`config.mk`:
```
export PLATFORM = sky130hd
export DESIGN_NAME = trial_division_prime_generator
export DESIGN_NICKNAME = d
export VERILOG_FILES = /design/src/sv/tdpg_pkg.sv /design/src/sv/tdpg_ctrl.sv /design/src/sv/tdpg_dp.sv /design/src/sv/trial_division_prime_generator.sv
export SDC_FILE = /design/constraint.sdc
export NUM_CORES = 1
export LEC_CHECK = 0
export ABC_AREA = 1
export BUFFER_PORTS_ARGS = -buffer_cell sky130_fd_sc_hd__buf_2
export CAP_MARGIN = 20
export CORE_MARGIN = 1
export CORE_UTILIZATION = 40
export CTS_CLUSTER_DIAMETER = 40
export DETAILED_ROUTE_END_ITERATION = 7
export GPL_ROUTABILITY_DRIVEN = 0
export PLACE_DENSITY = 0.57
export SLEW_MARGIN = 15
export SYNTH_ARGS = -nofsm -noshare
export SYNTH_HDL_FRONTEND = slang
export SYNTH_SLANG_ARGS = --single-unit
```
`constraint.sdc`:
```
create_clock -name clk -period 5.2 [get_ports clk]
set_input_delay 0.78 -clock clk [delete_from_list [all_inputs] [get_ports clk]]
set_output_delay 0.78 -clock clk [all_outputs]
set_load 0.05 [all_outputs]
```
`src/sv/tdpg_pkg.sv`:
```
`default_nettype none
package tdpg_pkg;

  localparam int VALUE_W  = 16;
  localparam int PRIME_W  = 9;
  localparam int INDEX_W  = 6;
  localparam int COUNT_W  = 7;
  localparam int BITCNT_W = $clog2(VALUE_W);

  localparam logic REQ_GENERATE = 1'b0;
  localparam logic REQ_TEST     = 1'b1;

  typedef struct packed {
    logic load;
    logic rd;
    logic sq_load;
    logic div_start;
    logic div_step;
    logic k_inc;
    logic cand_inc;
    logic emit;
    logic answer;
  } dp_cmd_t;

  typedef struct packed {
    logic is_test;
    logic below_two;
    logic k_at_fill;
    logic sq_gt;
    logic div_last;
    logic rem_zero;
    logic gen_last;
  } dp_status_t;

endpackage
`default_nettype wire

```
`src/sv/tdpg_ctrl.sv`:
```
`default_nettype none
module tdpg_ctrl (
  input  wire                  clk,
  input  wire                  rst,
  input  wire                  in_valid,
  output logic                 in_ready,
  output logic                 out_valid,
  input  wire                  out_ready,
  output tdpg_pkg::dp_cmd_t    cmd,
  input  tdpg_pkg::dp_status_t status
);
  import tdpg_pkg::*;

  typedef enum logic [2:0] {
    ST_IDLE,
    ST_READ,
    ST_SQUARE,
    ST_COMPARE,
    ST_DIVIDE,
    ST_CHECK,
    ST_EMIT
  } state_t;

  state_t state;
  state_t state_next;
  logic   answer;
  logic   answer_next;
  logic   out_valid_next;

  assign in_ready = (state == ST_IDLE);

  always_comb begin
    state_next     = state;
    answer_next    = answer;
    out_valid_next = out_valid && !out_ready;
    cmd            = '0;
    cmd.answer     = answer;
    unique case (state)
      ST_IDLE: begin
        if (in_valid) begin
          cmd.load   = 1'b1;
          state_next = ST_READ;
        end
      end
      ST_READ: begin
        if (status.is_test && status.below_two) begin
          answer_next = 1'b0;
          state_next  = ST_EMIT;
        end else if (status.k_at_fill) begin
          answer_next = 1'b1;
          state_next  = ST_EMIT;
        end else begin
          cmd.rd     = 1'b1;
          state_next = ST_SQUARE;
        end
      end
      ST_SQUARE: begin
        cmd.sq_load = 1'b1;
        state_next  = ST_COMPARE;
      end
      ST_COMPARE: begin
        if (status.sq_gt) begin
          answer_next = 1'b1;
          state_next  = ST_EMIT;
        end else begin
          cmd.div_start = 1'b1;
          state_next    = ST_DIVIDE;
        end
      end
      ST_DIVIDE: begin
        cmd.div_step = 1'b1;
        if (status.div_last) begin
          state_next = ST_CHECK;
        end
      end
      ST_CHECK: begin
        if (!status.rem_zero) begin
          cmd.k_inc  = 1'b1;
          state_next = ST_READ;
        end else if (status.is_test) begin
          answer_next = 1'b0;
          state_next  = ST_EMIT;
        end else begin
          cmd.cand_inc = 1'b1;
          state_next   = ST_READ;
        end
      end
      ST_EMIT: begin
        if (!out_valid || out_ready) begin
          cmd.emit       = 1'b1;
          out_valid_next = 1'b1;
          state_next     = (status.is_test || status.gen_last) ? ST_IDLE : ST_READ;
        end
      end
      default: state_next = ST_IDLE;
    endcase
  end

  always_ff @(posedge clk) begin
    if (rst) begin
      state     <= ST_IDLE;
      out_valid <= 1'b0;
      answer    <= 1'b0;
    end else begin
      state     <= state_next;
      out_valid <= out_valid_next;
      answer    <= answer_next;
    end
  end

endmodule
`default_nettype wire

```
`src/sv/tdpg_dp.sv`:
```
`default_nettype none
module tdpg_dp #(
  parameter int MAX_PRIMES = 64
) (
  input  wire                                clk,
  input  wire                                rst,
  input  tdpg_pkg::dp_cmd_t                  cmd,
  output tdpg_pkg::dp_status_t               status,
  input  wire                                req_type,
  input  wire [tdpg_pkg::COUNT_W-1:0]        prime_count,
  input  wire [tdpg_pkg::VALUE_W-1:0]        test_value,
  output logic [tdpg_pkg::PRIME_W-1:0]       prime_value,
  output logic [tdpg_pkg::INDEX_W-1:0]       prime_index,
  output logic                               is_prime,
  output logic                               last
);
  import tdpg_pkg::*;

  localparam int CW = $clog2(MAX_PRIMES + 1);
  localparam int AW = (MAX_PRIMES > 1) ? $clog2(MAX_PRIMES) : 1;

  logic [PRIME_W-1:0]   prime_mem [MAX_PRIMES];
  logic [PRIME_W-1:0]   rdata;
  logic [PRIME_W-1:0]   p;
  logic [PRIME_W-1:0]   rem;
  logic [PRIME_W-1:0]   rem_next;
  logic [PRIME_W:0]     trial;
  logic [2*PRIME_W-1:0] sq;
  logic [VALUE_W-1:0]   v;
  logic [VALUE_W-1:0]   dvd;
  logic [BITCNT_W-1:0]  bitcnt;
  logic [CW-1:0]        fill;
  logic [CW-1:0]        k;
  logic [CW-1:0]        target;
  logic [CW-1:0]        cnt_sat;
  logic                 req_test;
  logic                 gen_last;

  always_comb begin
    if (prime_count == '0) begin
      cnt_sat = CW'(1);
    end else if (32'(prime_count) > 32'(MAX_PRIMES)) begin
      cnt_sat = CW'(MAX_PRIMES);
    end else begin
      cnt_sat = CW'(prime_count);
    end
  end

  assign trial    = {rem, dvd[VALUE_W-1]};
  assign rem_next = (trial >= {1'b0, p}) ? PRIME_W'(trial - {1'b0, p})
                                         : trial[PRIME_W-1:0];
  assign gen_last = ((fill + CW'(1)) == target);

  assign status.is_test   = req_test;
  assign status.below_two = (v[VALUE_W-1:1] == '0);
  assign status.k_at_fill = (k >= fill);
  assign status.sq_gt     = (sq > {2'b00, v});
  assign status.div_last  = (bitcnt == '0);
  assign status.rem_zero  = (rem == '0);
  assign status.gen_last  = gen_last;

  always_ff @(posedge clk) begin
    if (cmd.emit && !req_test) begin
      prime_mem[fill[AW-1:0]] <= v[PRIME_W-1:0];
    end
    if (cmd.rd) begin
      rdata <= prime_mem[k[AW-1:0]];
    end
  end

  always_ff @(posedge clk) begin
    if (rst) begin
      fill <= '0;
    end else if (cmd.load && req_type == REQ_GENERATE) begin
      fill <= '0;
    end else if (cmd.emit && !req_test) begin
      fill <= fill + CW'(1);
    end
  end

  always_ff @(posedge clk) begin
    if (cmd.load) begin
      req_test <= (req_type == REQ_TEST);
      target   <= cnt_sat;
      k        <= '0;
      v        <= (req_type == REQ_TEST) ? test_value : VALUE_W'(2);
    end
    if (cmd.k_inc) begin
      k <= k + CW'(1);
    end
    if (cmd.cand_inc) begin
      v <= v + VALUE_W'(1);
      k <= '0;
    end
    if (cmd.sq_load) begin
      p  <= rdata;
      sq <= rdata * rdata;
    end
    if (cmd.div_start) begin
      rem    <= '0;
      dvd    <= v;
      bitcnt <= BITCNT_W'(VALUE_W - 1);
    end
    if (cmd.div_step) begin
      rem    <= rem_next;
      dvd    <= {dvd[VALUE_W-2:0], 1'b0};
      bitcnt <= bitcnt - BITCNT_W'(1);
    end
    if (cmd.emit) begin
      if (req_test) begin
        prime_value <= '0;
        prime_index <= '0;
        is_prime    <= cmd.answer;
        last        <= 1'b1;
      end else begin
        prime_value <= v[PRIME_W-1:0];
        prime_index <= INDEX_W'(fill);
        is_prime    <= 1'b1;
        last        <= gen_last;
        v           <= v + VALUE_W'(1);
        k           <= '0;
      end
    end
  end

endmodule
`default_nettype wire

```
`src/sv/trial_division_prime_generator.sv`:
```
// Channel   Direction  Words
// s_axis    in         one request: generate the first N primes or test one value
// m_axis    out        one word per prime found, or one test answer; tlast ends a request
//
// Each trial divisor takes a table read, a registered square, a compare, the remainder
// unit working through all sixteen dividend bits at one dividend bit per cycle, and a check.
// Generating 64 primes takes some seven hundred trial divisions; a test divides by the
// stored primes in turn. One request is worked on at a time; a word waiting on m_axis
// stalls the search once the next word is ready. Reset empties the table.
`default_nettype none
module trial_division_prime_generator #(
  parameter int MAX_PRIMES = 64
) (
  input  wire         clk,
  input  wire         rst,
  input  wire         s_axis_tvalid,
  output logic        s_axis_tready,
  input  wire  [23:0] s_axis_tdata,   // prime_count[6:0], test_value[22:7], zero[23]
  input  wire         s_axis_tuser,   // req_type
  output logic        m_axis_tvalid,
  input  wire         m_axis_tready,
  output logic [15:0] m_axis_tdata,   // prime_value[8:0], prime_index[14:9], is_prime[15]
  output logic        m_axis_tlast
);
  import tdpg_pkg::*;

  dp_cmd_t              cmd;
  dp_status_t           status;
  logic [PRIME_W-1:0]   prime_value;
  logic [INDEX_W-1:0]   prime_index;
  logic                 is_prime;

  tdpg_ctrl u_ctrl (
    .clk       (clk),
    .rst       (rst),
    .in_valid  (s_axis_tvalid),
    .in_ready  (s_axis_tready),
    .out_valid (m_axis_tvalid),
    .out_ready (m_axis_tready),
    .cmd       (cmd),
    .status    (status)
  );

  tdpg_dp #(
    .MAX_PRIMES (MAX_PRIMES)
  ) u_dp (
    .clk         (clk),
    .rst         (rst),
    .cmd         (cmd),
    .status      (status),
    .req_type    (s_axis_tuser),
    .prime_count (s_axis_tdata[COUNT_W-1:0]),
    .test_value  (s_axis_tdata[COUNT_W+VALUE_W-1:COUNT_W]),
    .prime_value (prime_value),
    .prime_index (prime_index),
    .is_prime    (is_prime),
    .last        (m_axis_tlast)
  );

  assign m_axis_tdata = {is_prime, prime_index, prime_value};

  a_one_request: assert property (@(posedge clk) disable iff (rst)
    s_axis_tvalid && s_axis_tready |=> !s_axis_tready)
    else $error("request accepted while another is in progress");

  a_odd_prime: assert property (@(posedge clk) disable iff (rst)
    m_axis_tvalid && m_axis_tdata[8:0] != 9'd0 && m_axis_tdata[8:0] != 9'd2
      |-> m_axis_tdata[0] && m_axis_tdata[15])
    else $error("generated prime is even or not marked prime");

  a_index_range: assert property (@(posedge clk) disable iff (rst)
    m_axis_tvalid |-> 32'(m_axis_tdata[14:9]) < 32'(MAX_PRIMES))
    else $error("prime index beyond table depth");

endmodule
`default_nettype wire
```
# Yosys cells after proc, flatten, opt, wreduce, memory -nomap -nowiden
# Memory sizes are Yosys's and may differ from the RTL's. A register that Yosys moved wholly into a read port is not among the register bits.
# Cells that the tools add are included.
[op_classes]
addsub = 5
multipliers = 1
div_mod_pow = 0
n_lt_le_gt_ge = 4
n_eq_ne = 14
shifts = 0
mux = 53
n_bitwise = 1
n_reduce_logical = 20
[op_table]
columns = ["cell", "n"]
rows = [
  ["$mux W16", 7],
  ["$mux W7", 6],
  ["$mux W9", 3],
  ["$mux W1", 24],
  ["$mux W3", 7],
  ["$pmux W3 S7", 1],
  ["$gt A18 B16 Y1", 1],
  ["$mul A9 B9 Y18", 1],
  ["$add A16 B1 Y16 const B", 1],
  ["$logic_not A15 Y1", 1],
  ["$add A7 B1 Y7 const B", 2],
  ["$ge A10 B9 Y1", 1],
  ["$eq A3 B3 Y1 const B", 3],
  ["$logic_not A9 Y1", 1],
  ["$sub A9 B9 Y9", 1],
  ["$mux W4", 2],
  ["$eq A7 B7 Y1", 1],
  ["$ge A7 B7 Y1", 1],
  ["$gt A7 B7 Y1 const B", 1],
  ["$logic_not A7 Y1", 1],
  ["$eq A3 B2 Y1 const B", 2],
  ["$ne A2 B1 Y1 const B", 3],
  ["$ne A2 B2 Y1 const B", 3],
  ["$reduce_and A5 Y1", 1],
  ["15 further kinds", 23],
]
[word_totals]
register_bits = 116
latchBits = 0
ramBits = 576
romBits = 0
input_bits = 29
output_inout_bits = 19
word_cells = 118
memories = 1
[mem_list]
columns = ["memory", "depth", "width", "rd", "rd_clocked_by_memory_dff", "write_ports", "line", "text"]
rows = [
  ["u_dp.prime_mem", 64, 9, 1, 1, 1, "tdpg_dp.sv:22", "logic [PRIME_W-1:0] prime_mem [MAX_PRIMES];"],
]

# Depth between registers and ports, before layout
# Gate-level depths: netlist of run 1.
[logic_depth]
ltp_word = 7
depth_mapped = 19
ltp_nobuf = 18

# Cells and area by module
# A second synthesis of run 1 with hierarchy kept.
[unflattened]
hier_cells = 3275
hier_area_um2 = 32725.1
[modules_own_cells]
columns = ["module", "instances", "cells_each", "area_per_inst_um2", "seq_area_each_um2"]
rows = [
  ["tdpg_dp", 1, 3189, 32262.2, 20529.7],
  ["tdpg_ctrl", 1, 85, 455.4, 100.1],
  ["trial_division_prime_generator", 1, 1, 7.5, 0.0],
]

# Worst setup path before layout of run 1
# Ideal clock, no wire load.
[synth_timing]
kind = "reg-to-reg"
startpoint = "reg u_dp.rdata[5] (read register of u_dp.prime_mem)"
endpoint = "reg u_dp.sq[14], data pin"
arrival_time_ps = 4050
setup_slack_ps = 888
path_stages_with_launch = 17
path_buffers = 1
period_less_slack_ps = 4312
cell_sequence = "edfxtp_1 -> clkbuf_1 -> nand2_1 -> fa_1 -> inv_1 -> fa_1 -> inv_1 -> fa_1 -> fa_1 -> inv_1 -> ha_1 -> nand2_1 -> nor2_1 -> a211oi_1 -> o21bai_1 -> a21oi_1 -> xor2_1"
[synth_between]
elab_chain_len = 1
[synth_rtl]
columns = ["element", "line", "text"]
rows = [
  ["from (decl)", "tdpg_dp.sv:23", "logic [PRIME_W-1:0] rdata;"],
  ["$mul A9 B9 Y18", "tdpg_dp.sv:97", "sq <= rdata * rdata;"],
  ["to (signal assigned)", "tdpg_dp.sv:97", ""],
  ["to (decl)", "tdpg_dp.sv:28", "logic [2*PRIME_W-1:0] sq;"],
]
# No other way between the ends.
# A chain may end at the register's enable or synchronous reset.

# Worst setup path in the final report of run 1
[layout_timing]
startpoint = "reg u_dp.rdata[7] (read register of u_dp.prime_mem)"
endpoint = "reg u_dp.sq[14], data pin"
# The elaborated chain is that of the path after synthesis.

==> metrics, run 1 <==
Synth Warn #=0; initial antenna violation count=1; Hold WC Path Type=in -> reg; vias post-DR=21100; Worst Path Arrival=4.98 ns; max frequency=about 220 MHz; CORE AREA=77500 µm²; Routed WL per cell=20.3 µm; commonest cells in the netlist=edfxtp_1 (663), nor2_1 (501), o21ai_0 (323), nand2_1 (277), inv_1 (186); leak pwr=~0.013 µW; endpoints failing hold=0; Clk pin slew, worst setup/hold paths=0.06 ns; final setup TNS=0 ns; total wire length=79300 µm; GRT Overall Usage=20.0%; Final Cell Area=~36000 µm²; Mean Syn Cell Area=roughly 11 µm²; library cells used by synthesis=47; cell taking the most area after synthesis=edfxtp_1; # diodes=0; largest net degree at the start of global routing=195; Synth Cell Area=31300 µm²; number of routed nets with antenna violations=0; nets=2918; Final Max Tran Viols=0; final setup fails=0; layout cell share with drive strength beyond 1=between 10% and 20%; Cells after Synth=2752; final non-filler cell total=approximately 3900; crit path launch type=flop; worst rel slew slack=29.5%; root buffer cell=clkbuf_16; PortBufs=46; Power Dens Cells=524 nW/µm²; post-CTS resize count=0; max-cap violations=0; register area share after synthesis=65.9%; # DRC=0; min Tclk post-route=4.59 ns; Place WS=~0.60 ns; clock skew=0.0367 ns; Hold Buf Count CTS=0; Post-CTS Setup Repair Bufs=0; DR pass1 iterations=7; I/O pin cnt=48; most frequent cell after synthesis=edfxtp_1; worst path required time=about 5.6 ns; DR iter-0 viols=2163; syn nets=2885; vias per cell=5.39; share of the synthesized area in the top cell type=63.6%; RSZ-0062 raised after global routing=no; ys flop type=edfxtp_1; Max VDD drop=0.000474 V; die area=between 70000 and 80000 µm²; Initial Util=40.4%; row count=102; CTS max path bufs=3; status=complete, no violations; CTS tree=done; Crit. End Element=flop; fin worst setup slack=0.613 ns; vias in the first global route=around 20000; worst setup path category=reg -> reg; period utilization=roughly nine tenths; CTS HTree Levels=3; dpl cells=3719; global route overflow=0; CTS Buf Count=104; number of synthesized flops with an enable pin=663; worst-margin pin slew=1.05 ns; Worst-Skew Late Latency=0.66 ns; top cells by area, synth=edfxtp_1 (64%), nor2_1 (6.0%), o21ai_0 (5.2%); Area growth syn-to-layout=15.8%; placed cell area=32500 µm²; die height=about 280 µm; first-pass GRT wire length=121000 µm; die width=282 µm; Seq cells post-synth=roughly 700; clk sink count=~700; Max FO, Critical Path=10; Async S/R FF share, synth=0%; Final HPWL DP=46700 µm
==> cell type report <==
cell class	instances	area, µm²
multi-input cells	1704	9280
repair buffers	75	493
fillers	6904	41200
clock inverters	83	1100
inverters	201	763
flip-flops and latches	699	20600
clock buffers	114	2680
well taps	1040	1300
==> path summary, 6_finish.rpt <==
path,start,end,slack [ns],cells past startpoint
setup / recovery,u_dp.rdata[7]$_DFFE_PP_,u_dp.sq[14]$_DFFE_PP_,0.61,15
setup reg to reg,u_dp.rdata[7]$_DFFE_PP_,u_dp.sq[14]$_DFFE_PP_,0.61,15
hold reg to reg,u_dp.dvd[0]$_SDFFE_PP0P_,u_dp.dvd[0]$_SDFFE_PP0P_,0.48,2
hold / removal,s_axis_tdata[6],u_dp.target[6]$_SDFFCE_PP0P_,0.35,1
==> power breakdown <==
| part | switching [µW] | internal (µW) | leakage [µW] | total (µW) |
|---|---|---|---|---|
| Clock | 2760 | 4680 | 0.00180 | 7440 |
| Sequential | 223 | 7040 | 0.00636 | 7270 |
| Combinational | 3190 | 1110 | 0.00495 | 4300 |
==> registers in the layout (all words and copies together), names as in the netlist, 9 cells and up <==
signal / flops
u_dp.prime_mem: 576
u_dp.rdata: 9
u_dp.prime_value: 9
u_dp.rem: 9
u_dp.sq: 16
u_dp.p: 9
u_dp.dvd: 16
u_dp.v: 16
==> routing by layer <==
| metal | GRT usage [%] | part of all wire (%) |
|---|---|---|
| met4 | 7.11 | 2.9 |
| met1 | 27.2 | 44 |
| met5 | 0 | 0.0088 |
| met2 | 32.7 | 47 |
| met3 | 2.95 | 6.0 |
==> logic make-up after synthesis <==
logic type,after synthesis,share of synthesized area [%]
and+or+nand+nor,968,12.8
DFF,699,65.9
adders and majority gates,104,4.97
xor gates and xnor gates,42,1.22
buffers and inverters,349,4.55
AOI/OAI and AO/OA,590,10.6
==> critical path: stages (launching register included) <==
cell,delay [ns]
edfxtp_1,0.56
nand2_1,0.16
fa_1,0.58
inv_1,0.07
fa_1,0.50
inv_1,0.05
fa_1,0.49
fa_1,0.49
inv_1,0.04
ha_1,0.34
nand2_1,0.09
nor2_1,0.04
a211oi_1,0.46
o21bai_1,0.19
a21oi_1,0.19
xor2_1,0.09
==> layout by cell type, fill, tap and decap left out, types with 12 or more instances in the layout <==
cell / netlist / routed
edfxtp_1: 663 / 663
nor2_1: 501 / 500
o21ai_0: 323 / 323
nand2_1: 277 / 277
inv_1: 186 / 185
nand3_1: 127 / 127
clkbuf_16: 0 / 106
o22ai_1: 78 / 78
ha_1: 70 / 70
o211ai_1: 60 / 60
a21oi_1: 57 / 57
buf_2: 43 / 46
o21ai_1: 37 / 37
fa_1: 34 / 34
xor2_1: 33 / 33
buf_4: 7 / 26
dfxtp_1: 36 / 24
nand4_1: 18 / 18
bufinv_16: 0 / 17
clkinvlp_4: 0 / 15
clkinv_1: 9 / 13
nor3_1: 14 / 13
inv_6: 0 / 13
clkinv_4: 0 / 12
==> stage by stage <==
| stage | hold slack [ns] | total power, µW | util, % |
|---|---|---|---|
| 2_1_floorplan | 0.424 | 10200 | - |
| 3_3_place_gp | 0.448 | 11500 | 41.9 |
| 3_5_place_dp | 0.470 | 11700 | 41.9 |
| 4_1_cts | 0.317 | 19100 | 46.8 |
| 5_1_grt | 0.339 | 19800 | 46.8 |
| 6_report | 0.347 | 19000 | 46.8 |
Note: power is estimated with default switching activity, not from simulation.
==> inputs of run 2 (changes only) <==
- SYNTH_HIERARCHICAL: default -> 1
==> run 2 against run 1 <==
Compared with the run above: worst setup slack better by 0.15 ns; worst hold slack better by 0.010 ns; critical path depth is 1 lower; clock skew is 0.015 ns lower; global-route usage is 0.067 points higher; routed wire length is 4.1% higher; die area is 4.5% higher; non-clock buffer count is 1 higher; count of clock-buffer cells in the layout is 7 higher; sequential share of layout area is 1.6 points lower; critical path type unchanged; largest cell class unchanged; largest power group is now registers.
==> metrics, run 2 <==
status=complete, no violations; worst setup path category=reg -> reg; minimum hold slack=approximately 0.36 ns; register area share after synthesis=63.0%; Power Dens Cells=503 nW/µm²; worst path required time=around 5.6 ns; Routed WL per cell=18.5 µm; CTS tree=done; Hold WC Path Type=in -> reg; vias post-DR=22400; total wire length=82600 µm; I/O pin cnt=48; Hold Buf Count CTS=0; max-cap violations=0; cell taking the most area after synthesis=edfxtp_1; DR WL met2=40000 µm; Crit. End Element=flop; die area=83000 µm²; Max VDD drop=0.000288 V; Clk pin slew, worst setup/hold paths=roughly 0.05 ns; library cells used by synthesis=around 50; Met1 Routed Length=35300 µm; Max FO, Critical Path=14; die width=288 µm; share of the synthesized area in the top cell type=60.8%; met3 wire length=4770 µm; Synth Cell Area=32700 µm²; Synth Warn #=6; commonest non-fill, non-tap cell in the layout=nand2_1; crit path launch type=flop; row count=104; number of routed nets with antenna violations=0; post-CTS resize count=0; number of synthesized flops with an enable pin=663; Mean Syn Cell Area=9.99 µm²; most frequent cells in the layout=nand2_1 (1086), edfxtp_1 (663), nand3_1 (403), inv_1 (383), nor2_1 (181); clock skew=0.0217 ns; vias per cell=5.02; endpoints failing hold=0; worst rel slew slack=27.5%; Area growth syn-to-layout=14.2%; root buffer cell=clkbuf_16; first-pass GRT wire length=127000 µm; period utilization=85.3%; min Tclk post-route=4.43 ns; commonest cells in the netlist=nand2_1 (1086), edfxtp_1 (663), nand3_1 (403), inv_1 (383), nor2_1 (181); CORE AREA=80700 µm²; max FFs per register=between 500 and 600; max layer used=met4; most frequent cell after synthesis=nand2_1; clk sink count=699; worst-margin pin slew=1.09 ns; Seq cells post-synth=approximately 700; vias in the first global route=approximately 22000; fillers=7547; # diodes=0; layout cell share with drive strength beyond 1=8.37%; final setup TNS=0 ns; GRT Overall Usage=20.1%; # DRC=0; RSZ-0062 raised after global routing=no; Final HPWL DP=between 40000 and 50000 µm; CTS max path bufs=3; CTS HTree Levels=3; Worst Path Arrival=4.82 ns; Initial Util=40.6%; syn nets=3408; global route overflow=0; ys flop type=edfxtp_1; CTS Buf Count=104; max frequency=roughly 230 MHz; final setup fails=0; Place WS=0.793 ns; Final Max Tran Viols=0; largest net degree at the start of global routing=83; Post-CTS Setup Repair Bufs=0; leak pwr=0.0154 µW; top cells by area, synth=edfxtp_1 (61%), nand2_1 (12%), nand3_1 (6.2%); nets=3449; post-layout util=46.3%; PortBufs=46; Async S/R FF share, synth=0%; fin worst setup slack=0.767 ns; DR iter-0 viols=around 1800; initial antenna violation count=0; die height=288 µm; Worst-Skew Late Latency=0.66 ns; Cells after Synth=3275; DR pass1 iterations=7
## run 2: changes by cell type after synthesis, moves of 59 or more
cell and change:
o211ai_1 -59, o22ai_1 -77, nand2_1 +809, inv_1 +197, nor2_1 -320, nand3_1 +276
o21ai_0 -262
## run 2: metal layers
| metal | vias up | global-route usage [%] |
|---|---|---|
| met5 | - | 0 |
| met4 | 0 | 7.38 |
| met3 | 140 | 3.64 |
| met2 | 579 | 33.6 |
| met1 | 10800 | 26.0 |
| li1 | 10900 | - |
## run 2: logic make-up after synthesis
| logic type | count (synthesis) | share of synthesized area (%) |
|---|---|---|
| adder cells (fa/ha/maj) | 104 | 4.76 |
| XOR/XNOR | 34 | 0.910 |
| AO/OA/AOI/OAI | 170 | 2.84 |
| flip-flops | 699 | 63.0 |
| buffers and inverters | 543 | 6.69 |
| AND/OR/NAND/NOR | 1725 | 21.8 |
## run 2: power breakdown
part	internal [µW]	switching, µW	total (µW)
combinational	1180	3300	4470
sequential	7050	420	7470
clock	4230	2610	6830
total	12500	6320	18800
## run 2: final timing paths
path | start | to | slack (ns) | depth (start not counted)
worst min-delay path | s_axis_tdata[6] | u_dp/target[6]$_SDFFCE_PP0P_ | 0.36 | 1
worst min register to register | u_ctrl/answer$_SDFFE_PP0P_ | u_ctrl/answer$_SDFFE_PP0P_ | 0.49 | 2
worst max register to register | u_dp/rdata[6]$_DFFE_PP_ | u_dp/sq[14]$_DFFE_PP_ | 0.77 | 14
worst max-delay path | u_dp/rdata[6]$_DFFE_PP_ | u_dp/sq[14]$_DFFE_PP_ | 0.77 | 14
## run 2: final cells by class
type	count	area, µm²	area share (%)
clock inverter	72	742	1.99
timing repair buffer	76	484	1.30
inverter	402	1520	4.07
multi-input combinational	2033	9920	26.5
sequential	699	20700	55.3
clock buffer	121	2720	7.28
tap	1060	1330	3.55
## run 2: through the flow
stage / cells / area, µm² / total power, µW
2_1_floorplan: 3275 / 32700 / 10500
3_3_place_gp: 4269 / 33900 / 12000
3_5_place_dp: 4270 / 33900 / 12100
4_1_cts: 4463 / 37400 / 18900
5_1_grt: 4463 / 37400 / 19700
6_report: 4463 / 37400 / 18800
## run 2: worst max-delay path: stages (launching register included)
cell and delay, ns:
edfxtp_1 0.72, nand2_1 0.18, fa_1 0.58, inv_1 0.07
fa_1 0.50, inv_1 0.06, fa_1 0.48, fa_1 0.51
inv_1 0.05, ha_1 0.34, a21oi_1 0.20, o21ai_0 0.13
nand2_1 0.09, nand4_1 0.10, xor2_1 0.17
